## config.mk

```make
export PLATFORM = sky130hd
export DESIGN_NAME = http_response_stream_parser
export DESIGN_NICKNAME = d
export VERILOG_FILES = /design/src/hdl/hrsp_pkg.sv /design/src/hdl/http_response_stream_parser.sv
export SDC_FILE = /design/constraint.sdc
export NUM_CORES = 1
export LEC_CHECK = 0
export BUFFER_PORTS_ARGS = -buffer_cell sky130_fd_sc_hd__buf_2
export CAP_MARGIN = 0
export CORE_MARGIN = 1
export CORE_UTILIZATION = 45
export DETAILED_ROUTE_END_ITERATION = 6
export MAX_ROUTING_LAYER = met4
export SETUP_SLACK_MARGIN = 0.1
export SLEW_MARGIN = 20
export SYNTH_ARGS = -nofsm -noshare
export SYNTH_HDL_FRONTEND = slang
export SYNTH_SLANG_ARGS = --single-unit
export TNS_END_PERCENT = 30
```

## constraint.sdc

```tcl
create_clock -name clk_i -period 6.7 [get_ports clk_i]
set_clock_uncertainty 0.1 [all_clocks]
set_input_delay 1.005 -clock clk_i [delete_from_list [all_inputs] [get_ports clk_i]]
set_output_delay 1.005 -clock clk_i [all_outputs]
set_load 0.01 [all_outputs]
```

## src/hdl/hrsp_pkg.sv

```systemverilog
package hrsp_pkg;

  // field widths of the result word
  localparam int unsigned BodyLenW = 40;

  // input commands
  localparam logic [1:0] CmdData    = 2'd0;
  localparam logic [1:0] CmdClose   = 2'd1;
  localparam logic [1:0] CmdTimeout = 2'd2;
  localparam logic [1:0] CmdRestart = 2'd3;

  // reported phase
  localparam logic [1:0] PhaseHeaders = 2'd0;
  localparam logic [1:0] PhaseBody    = 2'd1;
  localparam logic [1:0] PhaseDone    = 2'd2;
  localparam logic [1:0] PhaseFailed  = 2'd3;

  // failure reasons
  localparam logic [3:0] ErrNone       = 4'd0;
  localparam logic [3:0] ErrPreamble   = 4'd1;
  localparam logic [3:0] ErrStatusDig  = 4'd2;
  localparam logic [3:0] ErrStatusCode = 4'd3;
  localparam logic [3:0] ErrBadLength  = 4'd4;
  localparam logic [3:0] ErrNoLength   = 4'd5;
  localparam logic [3:0] ErrHdrLong    = 4'd6;
  localparam logic [3:0] ErrClosed     = 4'd7;
  localparam logic [3:0] ErrTimeout    = 4'd8;
  localparam logic [3:0] ErrLenOvf     = 4'd9;

  // characters and limits
  localparam logic [7:0] ChCr    = 8'h0D;
  localparam logic [7:0] ChLf    = 8'h0A;
  localparam logic [7:0] ChSpace = 8'h20;
  localparam logic [7:0] ChZero  = 8'h30;
  localparam logic [7:0] ChNine  = 8'h39;
  localparam logic [7:0] ChUpA   = 8'h41;
  localparam logic [7:0] ChUpZ   = 8'h5A;
  localparam logic [7:0] ChCaseOfs = 8'h20;

  localparam logic [3:0] PreambleLen = 4'd9;
  localparam logic [3:0] NameLen     = 4'd15;

  localparam logic [9:0]  StatusOk    = 10'd200;
  localparam logic [9:0]  StatusMax   = 10'd999;
  localparam logic [11:0] MaxHdrReset = 12'd1023;

  typedef struct packed {
    logic [1:0] cmd;
    logic [7:0] data_byte;
  } in_word_t;

  typedef struct packed {
    logic                payload_valid;
    logic [7:0]          payload_byte;
    logic [1:0]          phase;
    logic [3:0]          error_kind;
    logic [9:0]          status_code;
    logic [BodyLenW-1:0] body_length;
    logic                last;
  } out_word_t;

  // "HTTP/1.0 " by position
  function automatic logic [7:0] preamble_char(input logic [3:0] pos);
    logic [7:0] c;
    unique case (pos)
      4'd0:    c = 8'h48;
      4'd1:    c = 8'h54;
      4'd2:    c = 8'h54;
      4'd3:    c = 8'h50;
      4'd4:    c = 8'h2F;
      4'd5:    c = 8'h31;
      4'd6:    c = 8'h2E;
      4'd7:    c = 8'h30;
      4'd8:    c = 8'h20;
      default: c = 8'h00;
    endcase
    return c;
  endfunction

  // "content-length:" in lower case by position
  function automatic logic [7:0] name_char(input logic [3:0] pos);
    logic [7:0] c;
    unique case (pos)
      4'd0:    c = 8'h63;
      4'd1:    c = 8'h6F;
      4'd2:    c = 8'h6E;
      4'd3:    c = 8'h74;
      4'd4:    c = 8'h65;
      4'd5:    c = 8'h6E;
      4'd6:    c = 8'h74;
      4'd7:    c = 8'h2D;
      4'd8:    c = 8'h6C;
      4'd9:    c = 8'h65;
      4'd10:   c = 8'h6E;
      4'd11:   c = 8'h67;
      4'd12:   c = 8'h74;
      4'd13:   c = 8'h68;
      4'd14:   c = 8'h3A;
      default: c = 8'h00;
    endcase
    return c;
  endfunction

endpackage

```

## src/hdl/http_response_stream_parser.sv

```systemverilog
// Byte-stream parser for an HTTP/1.0 response: checks the status line, picks the
// Content-Length header (last one wins, name matched without case) and then passes
// exactly that many body bytes, flagging failures in error_kind. One word is taken
// per clock when the output side keeps up, and every input word gives exactly one
// result word, through the input register and then the result register. The rate is
// set by the parser state update, which reads and writes the whole parse state for
// each word. max_header_bytes must be written through the cfg port only while the
// block is idle; the block itself does not enforce this. LENGTH_BITS sets the width
// of the length and body counters, and body_length shows the low 40 bits of the length.
module http_response_stream_parser #(
  parameter int unsigned LENGTH_BITS = 40
) (
  input  logic                  clk_i,
  input  logic                  rst_ni,
  input  logic                  in_valid_i,
  output logic                  in_stall_o,
  input  hrsp_pkg::in_word_t    in_word_i,
  output logic                  out_valid_o,
  input  logic                  out_stall_i,
  output hrsp_pkg::out_word_t   out_word_o,
  input  logic                  cfg_valid_i,
  output logic                  cfg_ready_o,
  input  logic [11:0]           cfg_data_i
);

  localparam int unsigned LB = LENGTH_BITS;

  typedef enum logic [3:0] {
    StPre,
    StStatus,
    StReason,
    StLine,
    StName,
    StSpaces,
    StDigits,
    StSkip,
    StEndCr,
    StBody,
    StDone,
    StFail
  } parse_e;

  // configuration register
  logic [11:0] max_hdr_q;

  assign cfg_ready_o = 1'b1;

  always_ff @(posedge clk_i or negedge rst_ni) begin
    if (!rst_ni) begin
      max_hdr_q <= hrsp_pkg::MaxHdrReset;
    end else if (cfg_valid_i) begin
      max_hdr_q <= cfg_data_i;
    end
  end

  // pipeline handshake
  logic                s1_valid_q;
  hrsp_pkg::in_word_t  s1_word_q;
  logic                out_valid_q;
  hrsp_pkg::out_word_t out_word_q;
  logic                s2_ready;
  logic                s2_fire;

  assign s2_ready   = !out_valid_q || !out_stall_i;
  assign s2_fire    = s1_valid_q && s2_ready;
  assign in_stall_o = s1_valid_q && !s2_ready;

  always_ff @(posedge clk_i or negedge rst_ni) begin
    if (!rst_ni) begin
      s1_valid_q  <= 1'b0;
      out_valid_q <= 1'b0;
    end else begin
      if (!in_stall_o) begin
        s1_valid_q <= in_valid_i;
      end
      if (s2_ready) begin
        out_valid_q <= s1_valid_q;
      end
    end
  end

  always_ff @(posedge clk_i) begin
    if (in_valid_i && !in_stall_o) begin
      s1_word_q <= in_word_i;
    end
  end

  // parse state
  parse_e          ph_q, ph_d;
  logic [3:0]      mpos_q, mpos_d;
  logic [9:0]      status_q, status_d;
  logic            dseen_q, dseen_d;
  logic [LB-1:0]   len_q, len_d;
  logic            lpres_q, lpres_d;
  logic [11:0]     hcnt_q, hcnt_d;
  logic [LB-1:0]   bcnt_q, bcnt_d;
  logic [3:0]      fail_q, fail_d;

  // datapath helpers
  logic [7:0]      b;
  logic [7:0]      lc;
  logic            is_digit;
  logic [3:0]      digit;
  logic [13:0]     status_ext;
  logic [13:0]     status_next;
  logic [LB+3:0]   len_ext;
  logic [LB+3:0]   len_prod;
  logic            len_ovf;
  logic            active;
  logic            res_pv;
  logic            res_last;
  logic [1:0]      res_phase;
  logic [LB+39:0]  len_out_ext;

  assign b          = s1_word_q.data_byte;
  assign lc         = (b >= hrsp_pkg::ChUpA && b <= hrsp_pkg::ChUpZ) ?
                      b + hrsp_pkg::ChCaseOfs : b;
  assign is_digit   = (b >= hrsp_pkg::ChZero) && (b <= hrsp_pkg::ChNine);
  assign digit      = 4'(b - hrsp_pkg::ChZero);
  // status * 10 + digit
  assign status_ext  = {4'b0, status_q};
  assign status_next = (status_ext << 3) + (status_ext << 1) + {10'b0, digit};
  // length * 10 + digit, overflow when the top bits are set
  assign len_ext    = {4'b0, len_q};
  assign len_prod   = (len_ext << 3) + (len_ext << 1) + {{LB{1'b0}}, digit};
  assign len_ovf    = len_prod[LB+3:LB] != 4'b0;
  assign active     = (ph_q != StDone) && (ph_q != StFail);

  // next state for one word
  always_comb begin
    ph_d     = ph_q;
    mpos_d   = mpos_q;
    status_d = status_q;
    dseen_d  = dseen_q;
    len_d    = len_q;
    lpres_d  = lpres_q;
    hcnt_d   = hcnt_q;
    bcnt_d   = bcnt_q;
    fail_d   = fail_q;
    res_pv   = 1'b0;
    res_last = 1'b0;

    unique case (s1_word_q.cmd)
      hrsp_pkg::CmdRestart: begin
        ph_d     = StPre;
        mpos_d   = 4'd0;
        status_d = 10'd0;
        dseen_d  = 1'b0;
        len_d    = '0;
        lpres_d  = 1'b0;
        hcnt_d   = 12'd0;
        bcnt_d   = '0;
        fail_d   = hrsp_pkg::ErrNone;
      end
      hrsp_pkg::CmdClose: begin
        if (active) begin
          ph_d   = StFail;
          fail_d = hrsp_pkg::ErrClosed;
        end
      end
      hrsp_pkg::CmdTimeout: begin
        if (active) begin
          ph_d   = StFail;
          fail_d = hrsp_pkg::ErrTimeout;
        end
      end
      default: begin
        if (ph_q == StBody) begin
          // body byte, count wraps at the counter width
          res_pv = 1'b1;
          bcnt_d = bcnt_q + 1'b1;
          if (bcnt_d >= len_q) begin
            ph_d     = StDone;
            res_last = 1'b1;
          end
        end else if (active) begin
          if (hcnt_q >= max_hdr_q) begin
            ph_d   = StFail;
            fail_d = hrsp_pkg::ErrHdrLong;
          end else begin
            hcnt_d = hcnt_q + 1'b1;
            unique case (ph_q)
              StPre: begin
                if (mpos_q < hrsp_pkg::PreambleLen &&
                    b == hrsp_pkg::preamble_char(mpos_q)) begin
                  if (mpos_q == hrsp_pkg::PreambleLen - 4'd1) begin
                    ph_d   = StStatus;
                    mpos_d = 4'd0;
                  end else begin
                    mpos_d = mpos_q + 4'd1;
                  end
                end else begin
                  ph_d   = StFail;
                  fail_d = hrsp_pkg::ErrPreamble;
                end
              end
              StStatus: begin
                if (is_digit) begin
                  status_d = (status_next > {4'b0, hrsp_pkg::StatusMax}) ?
                             hrsp_pkg::StatusMax : status_next[9:0];
                  dseen_d  = 1'b1;
                end else if (!dseen_q || b != hrsp_pkg::ChSpace) begin
                  ph_d   = StFail;
                  fail_d = hrsp_pkg::ErrStatusDig;
                end else if (status_q != hrsp_pkg::StatusOk) begin
                  ph_d   = StFail;
                  fail_d = hrsp_pkg::ErrStatusCode;
                end else begin
                  dseen_d = 1'b0;
                  ph_d    = StReason;
                end
              end
              StReason, StSkip: begin
                if (b == hrsp_pkg::ChLf) begin
                  ph_d = StLine;
                end
              end
              StLine: begin
                if (b == hrsp_pkg::ChCr) begin
                  ph_d = StEndCr;
                end else if (b == hrsp_pkg::ChLf) begin
                  // blank line ends the headers
                  if (!lpres_q) begin
                    ph_d   = StFail;
                    fail_d = hrsp_pkg::ErrNoLength;
                  end else if (len_q == '0) begin
                    ph_d     = StDone;
                    res_last = 1'b1;
                  end else begin
                    ph_d = StBody;
                  end
                end else if (lc == hrsp_pkg::name_char(4'd0)) begin
                  mpos_d = 4'd1;
                  ph_d   = StName;
                end else begin
                  ph_d = StSkip;
                end
              end
              StName: begin
                if (mpos_q < hrsp_pkg::NameLen &&
                    lc == hrsp_pkg::name_char(mpos_q)) begin
                  if (mpos_q == hrsp_pkg::NameLen - 4'd1) begin
                    mpos_d  = 4'd0;
                    len_d   = '0;
                    lpres_d = 1'b0;
                    dseen_d = 1'b0;
                    ph_d    = StSpaces;
                  end else begin
                    mpos_d = mpos_q + 4'd1;
                  end
                end else begin
                  mpos_d = 4'd0;
                  ph_d   = (b == hrsp_pkg::ChLf) ? StLine : StSkip;
                end
              end
              StSpaces, StDigits: begin
                if (ph_q == StSpaces && b == hrsp_pkg::ChSpace) begin
                  ph_d = StSpaces;
                end else if (is_digit) begin
                  if (len_ovf) begin
                    ph_d   = StFail;
                    fail_d = hrsp_pkg::ErrLenOvf;
                  end else begin
                    len_d   = len_prod[LB-1:0];
                    dseen_d = 1'b1;
                    ph_d    = StDigits;
                  end
                end else if (!dseen_q ||
                             (b != hrsp_pkg::ChCr && b != hrsp_pkg::ChLf)) begin
                  ph_d   = StFail;
                  fail_d = hrsp_pkg::ErrBadLength;
                end else begin
                  lpres_d = 1'b1;
                  ph_d    = (b == hrsp_pkg::ChLf) ? StLine : StSkip;
                end
              end
              StEndCr: begin
                // byte after the blank-line CR
                if (!lpres_q) begin
                  ph_d   = StFail;
                  fail_d = hrsp_pkg::ErrNoLength;
                end else if (len_q == '0) begin
                  ph_d     = StDone;
                  res_last = 1'b1;
                end else begin
                  ph_d = StBody;
                end
              end
              default: begin
                ph_d = ph_q;
              end
            endcase
          end
        end
      end
    endcase
  end

  // result word
  always_comb begin
    unique case (ph_d)
      StBody:  res_phase = hrsp_pkg::PhaseBody;
      StDone:  res_phase = hrsp_pkg::PhaseDone;
      StFail:  res_phase = hrsp_pkg::PhaseFailed;
      default: res_phase = hrsp_pkg::PhaseHeaders;
    endcase
  end

  assign len_out_ext = {40'b0, len_d};

  always_ff @(posedge clk_i or negedge rst_ni) begin
    if (!rst_ni) begin
      ph_q     <= StPre;
      mpos_q   <= 4'd0;
      status_q <= 10'd0;
      dseen_q  <= 1'b0;
      len_q    <= '0;
      lpres_q  <= 1'b0;
      hcnt_q   <= 12'd0;
      bcnt_q   <= '0;
      fail_q   <= hrsp_pkg::ErrNone;
    end else if (s2_fire) begin
      ph_q     <= ph_d;
      mpos_q   <= mpos_d;
      status_q <= status_d;
      dseen_q  <= dseen_d;
      len_q    <= len_d;
      lpres_q  <= lpres_d;
      hcnt_q   <= hcnt_d;
      bcnt_q   <= bcnt_d;
      fail_q   <= fail_d;
    end
  end

  always_ff @(posedge clk_i) begin
    if (s2_fire) begin
      out_word_q.payload_valid <= res_pv;
      out_word_q.payload_byte  <= res_pv ? b : 8'd0;
      out_word_q.phase         <= res_phase;
      out_word_q.error_kind    <= fail_d;
      out_word_q.status_code   <= status_d;
      out_word_q.body_length   <= len_out_ext[hrsp_pkg::BodyLenW-1:0];
      out_word_q.last          <= res_last;
    end
  end

  assign out_valid_o = out_valid_q;
  assign out_word_o  = out_word_q;

  // checks
  a_payload_phase: assert property (@(posedge clk_i) disable iff (!rst_ni)
    out_valid_o && out_word_o.payload_valid |->
      (out_word_o.phase == hrsp_pkg::PhaseBody ||
       out_word_o.phase == hrsp_pkg::PhaseDone))
    else $error("payload word outside body");

  a_last_done: assert property (@(posedge clk_i) disable iff (!rst_ni)
    out_valid_o && out_word_o.last |-> out_word_o.phase == hrsp_pkg::PhaseDone)
    else $error("last without completion");

  a_fail_reason: assert property (@(posedge clk_i) disable iff (!rst_ni)
    out_valid_o |->
      ((out_word_o.phase == hrsp_pkg::PhaseFailed) ==
       (out_word_o.error_kind != hrsp_pkg::ErrNone)))
    else $error("failure phase and reason disagree");

  a_body_len: assert property (@(posedge clk_i) disable iff (!rst_ni)
    ph_q == StBody |-> len_q != '0)
    else $error("body phase with zero length");

endmodule

```

==> reports/qor.txt <==
number of global-route vias before repair = 13300
PortBufs = 94
Setup Viol. Count Final = 0
Cell Rows = 68
CP endpoint kind = register
Yosys warnings = 0
Max Slew Vio Count = 0
drc violations = 0
Resized Gates After CTS = 0
vias = 13900
pin count of the biggest net entering global routing = 73
clock slew at the register clock pins of the worst setup and hold paths = 0.07 ns
Core Area = 34700 sq um
Post-CTS Hold Fix Bufs = 0
share of layout cells above drive strength 1 = 0.112
register bit count reported by yosys = 206
GRT Total Usage = 0.262
CP arrival = 5.46 ns
Die W = 190 microns
Synth cell types = 93
antenna violations before repair = 0
worst skew pair latency = 0.55 ns
CP max FO = 28
fmax = 0.190 GHz
Leak = 7.78 nW
Synth Flop Type = dfrtp_1
Final nets = 2036
Tcrit/Tclk final = 0.786
Final WS setup = 1.43 ns
first-pass GRT wire length = 73400 microns
die area = 36300 sq um
CTS Root Cell = clkbuf_16
setup tns final = 0 ns
grt ovf = 0
H-tree depth = 1
DRT Wirelength = 45700 microns
cells on worst reg2reg path = 14
cells after synthesis = 1806
run status = finished clean
Post-Syn Nets = 1999
register area = 5550 sq um
IO Pins = 96
Starting DRT DRC Count = 1029
Placed Cells = 2271
Initial Util = 0.461
fill cell count = 3251
CTS Sinks = 206
worst slack at placement = 1.52 ns
largest cells by area after synthesis = dfrtp_1 (19%), edfxtp_1 (14%), ha_1 (13%)
post-synthesis sequential area ratio = 0.347
syn_area_per_cell = 8.85 sq um
Max Cap Viol = 0
clock tree buffer depth = 3
post-synth top area cell = dfrtp_1
multi-input logic area = 9680 sq um
Area Growth Syn to Fin = 9.74%
CTS tree = built
Avg WL per Cell = 19.7 microns
maximum vdd drop = 0.263 mV
Worst setup SP type = register
Synth Cell Area = 16000 sq um
Hold Path Class = input port to async pin
Routed Antenna Nets = 0
worst setup path startpoint = b[3]$_DFFE_PP_
Worst-Margin Slew = 0.901 ns
Post-synth EDFFs = 76
Worst Path Required = 6.89 ns
P per Cell Area = 450 nW/um^2
cts bufs inserted = 25
R2R Path Start = b[3]$_DFFE_PP_
final hold vios = 0
antenna cells = 0
Crit Path Category = register to register
gp weighted congestion = 0.924
post-CTS setup buffers = 0
post-detail-place hpwl = 33700 microns
top cell type's share of synthesized area = 0.188
Via density = 5.99
Die Y = 190 microns
RSZ-0062 raised after global routing = no
ys async rst share = 0.631
Final min period = 5.27 ns
fin cells = 2317
DR pass1 iterations = 5
Rel. slew slack = 0.399
==> state kept, by name (all words and copies together) (netlist names) <==
name	cells
b	8
bcnt_q	40
dseen_q	1
fail_q	4
hcnt_q	12
len_q	40
lpres_q	1
max_hdr_q	12
mpos_q	4
out_valid_o	1
out_word_o	66
ph_q	4
s1_valid_q	1
s1_word_q	2
status_q	10
==> cell type report <==
type,instances,share of cell area
flip-flops and latches,206,0.316
repair buffers,103,0.0310
multi-input cells,1415,0.551
clock buffers,34,0.0422
well taps,455,0.0324
inverters,92,0.0198
clock inverters,12,0.00685
==> path summary, 6_finish.rpt <==
kind	to	slack (ns)
min in group clk_i	max_hdr_q[6]$_DFFE_PN1P_	0.41
max in group asynchronous	fail_q[1]$_DFFE_PN0P_	4.77
max reg2reg	out_word_o[6]$_DFFE_PP_	1.43
max	out_word_o[6]$_DFFE_PP_	1.43
min	max_hdr_q[11]$_DFFE_PN0P_	0.36
min reg2reg	max_hdr_q[6]$_DFFE_PN1P_	0.41
==> synthesized netlist by cell type, drive strengths merged, types with 5 or more instances <==
master,count
nand2,190
ha,162
o21ai,159
nor2,143
dfrtp,120
a21oi,93
nand3,93
inv,92
edfxtp,76
clkbuf,68
xor2,45
xnor2,43
nand4,39
a21o,30
nand2b,30
nor3,29
o311ai,28
a22o,26
buf,25
nor2b,22
nor4,22
o211ai,20
and2,19
and3,16
a31oi,15
and4,14
o221ai,14
a211oi,13
o31ai,12
o21a,11
dfstp,10
o21bai,9
a2111oi,8
or2,7
or3,7
a211o,6
nor3b,6
mux2,5
o22ai,5
==> critical path, stage by stage (launching register included) <==
cell and delay (ns):
edfxtp_1 0.56, inv_1 0.19, fa_1 0.57, fa_1 0.47
nand2b_1 0.18, a21oi_1 0.23, o311a_1 0.29, a221o_1 0.27
a21oi_2 0.11, a2111o_1 0.44, o211ai_2 0.14, nand4_1 0.57
buf_4 0.50, and2_1 0.19, a32o_1 0.19
==> power by group <==
group / internal [mW] / total, mW / switching (mW)
clock network: 0.850 / 1.41 / 0.560
registers: 1.55 / 1.97 / 0.417
logic: 1.69 / 4.52 / 2.83
==> placed cells by master, fill, tap and decap left out, types with 20 or more instances in the layout <==
cell type / count
a21o_1: 30
nand3_1: 93
xnor2_1: 43
nand2b_1: 30
nand2_1: 188
nor2b_1: 22
edfxtp_1: 76
xor2_1: 45
o21ai_1: 20
nor3_1: 28
inv_1: 91
o21ai_0: 139
ha_1: 162
a21oi_1: 91
a22o_1: 26
nor2_1: 142
nand4_1: 39
dfrtp_1: 120
buf_2: 93
clkbuf_16: 26
==> cells by family after synthesis <==
| family | after synthesis | synth area share |
|---|---|---|
| flops | 206 | 0.347 |
| buf+inv | 185 | 0.0488 |
| mux | 9 | 0.00603 |
| other cells | 1 | 0.000235 |
| simple gates | 652 | 0.201 |
| xor+xnor | 88 | 0.0482 |
| compound gates | 498 | 0.216 |
| fa+ha+maj | 167 | 0.132 |
==> metrics by stage <==
stage          utilization  total power [mW]  hold slack, ns  area (sq um)
2_1_floorplan            -              5.20           0.357         16000
3_3_place_gp         0.481              6.36           0.390         16700
3_5_place_dp         0.481              6.42           0.394         16700
4_1_cts              0.505              7.87           0.383         17500
5_1_grt              0.505              8.49           0.402         17500
6_report             0.505              7.89           0.360         17500
==> per-layer routing <==
| layer | vias up | GRT usage | share of wire |
|---|---|---|---|
| li1 | 6755 | - | - |
| met2 | 364 | 0.392 | 0.43 |
| met3 | 66 | 0.0223 | 0.045 |
| met4 | 0 | 0.0658 | 0.025 |
| met1 | 6687 | 0.381 | 0.50 |
| met5 | - | - | 0 |
Note: power is estimated with default switching activity, not from simulation.
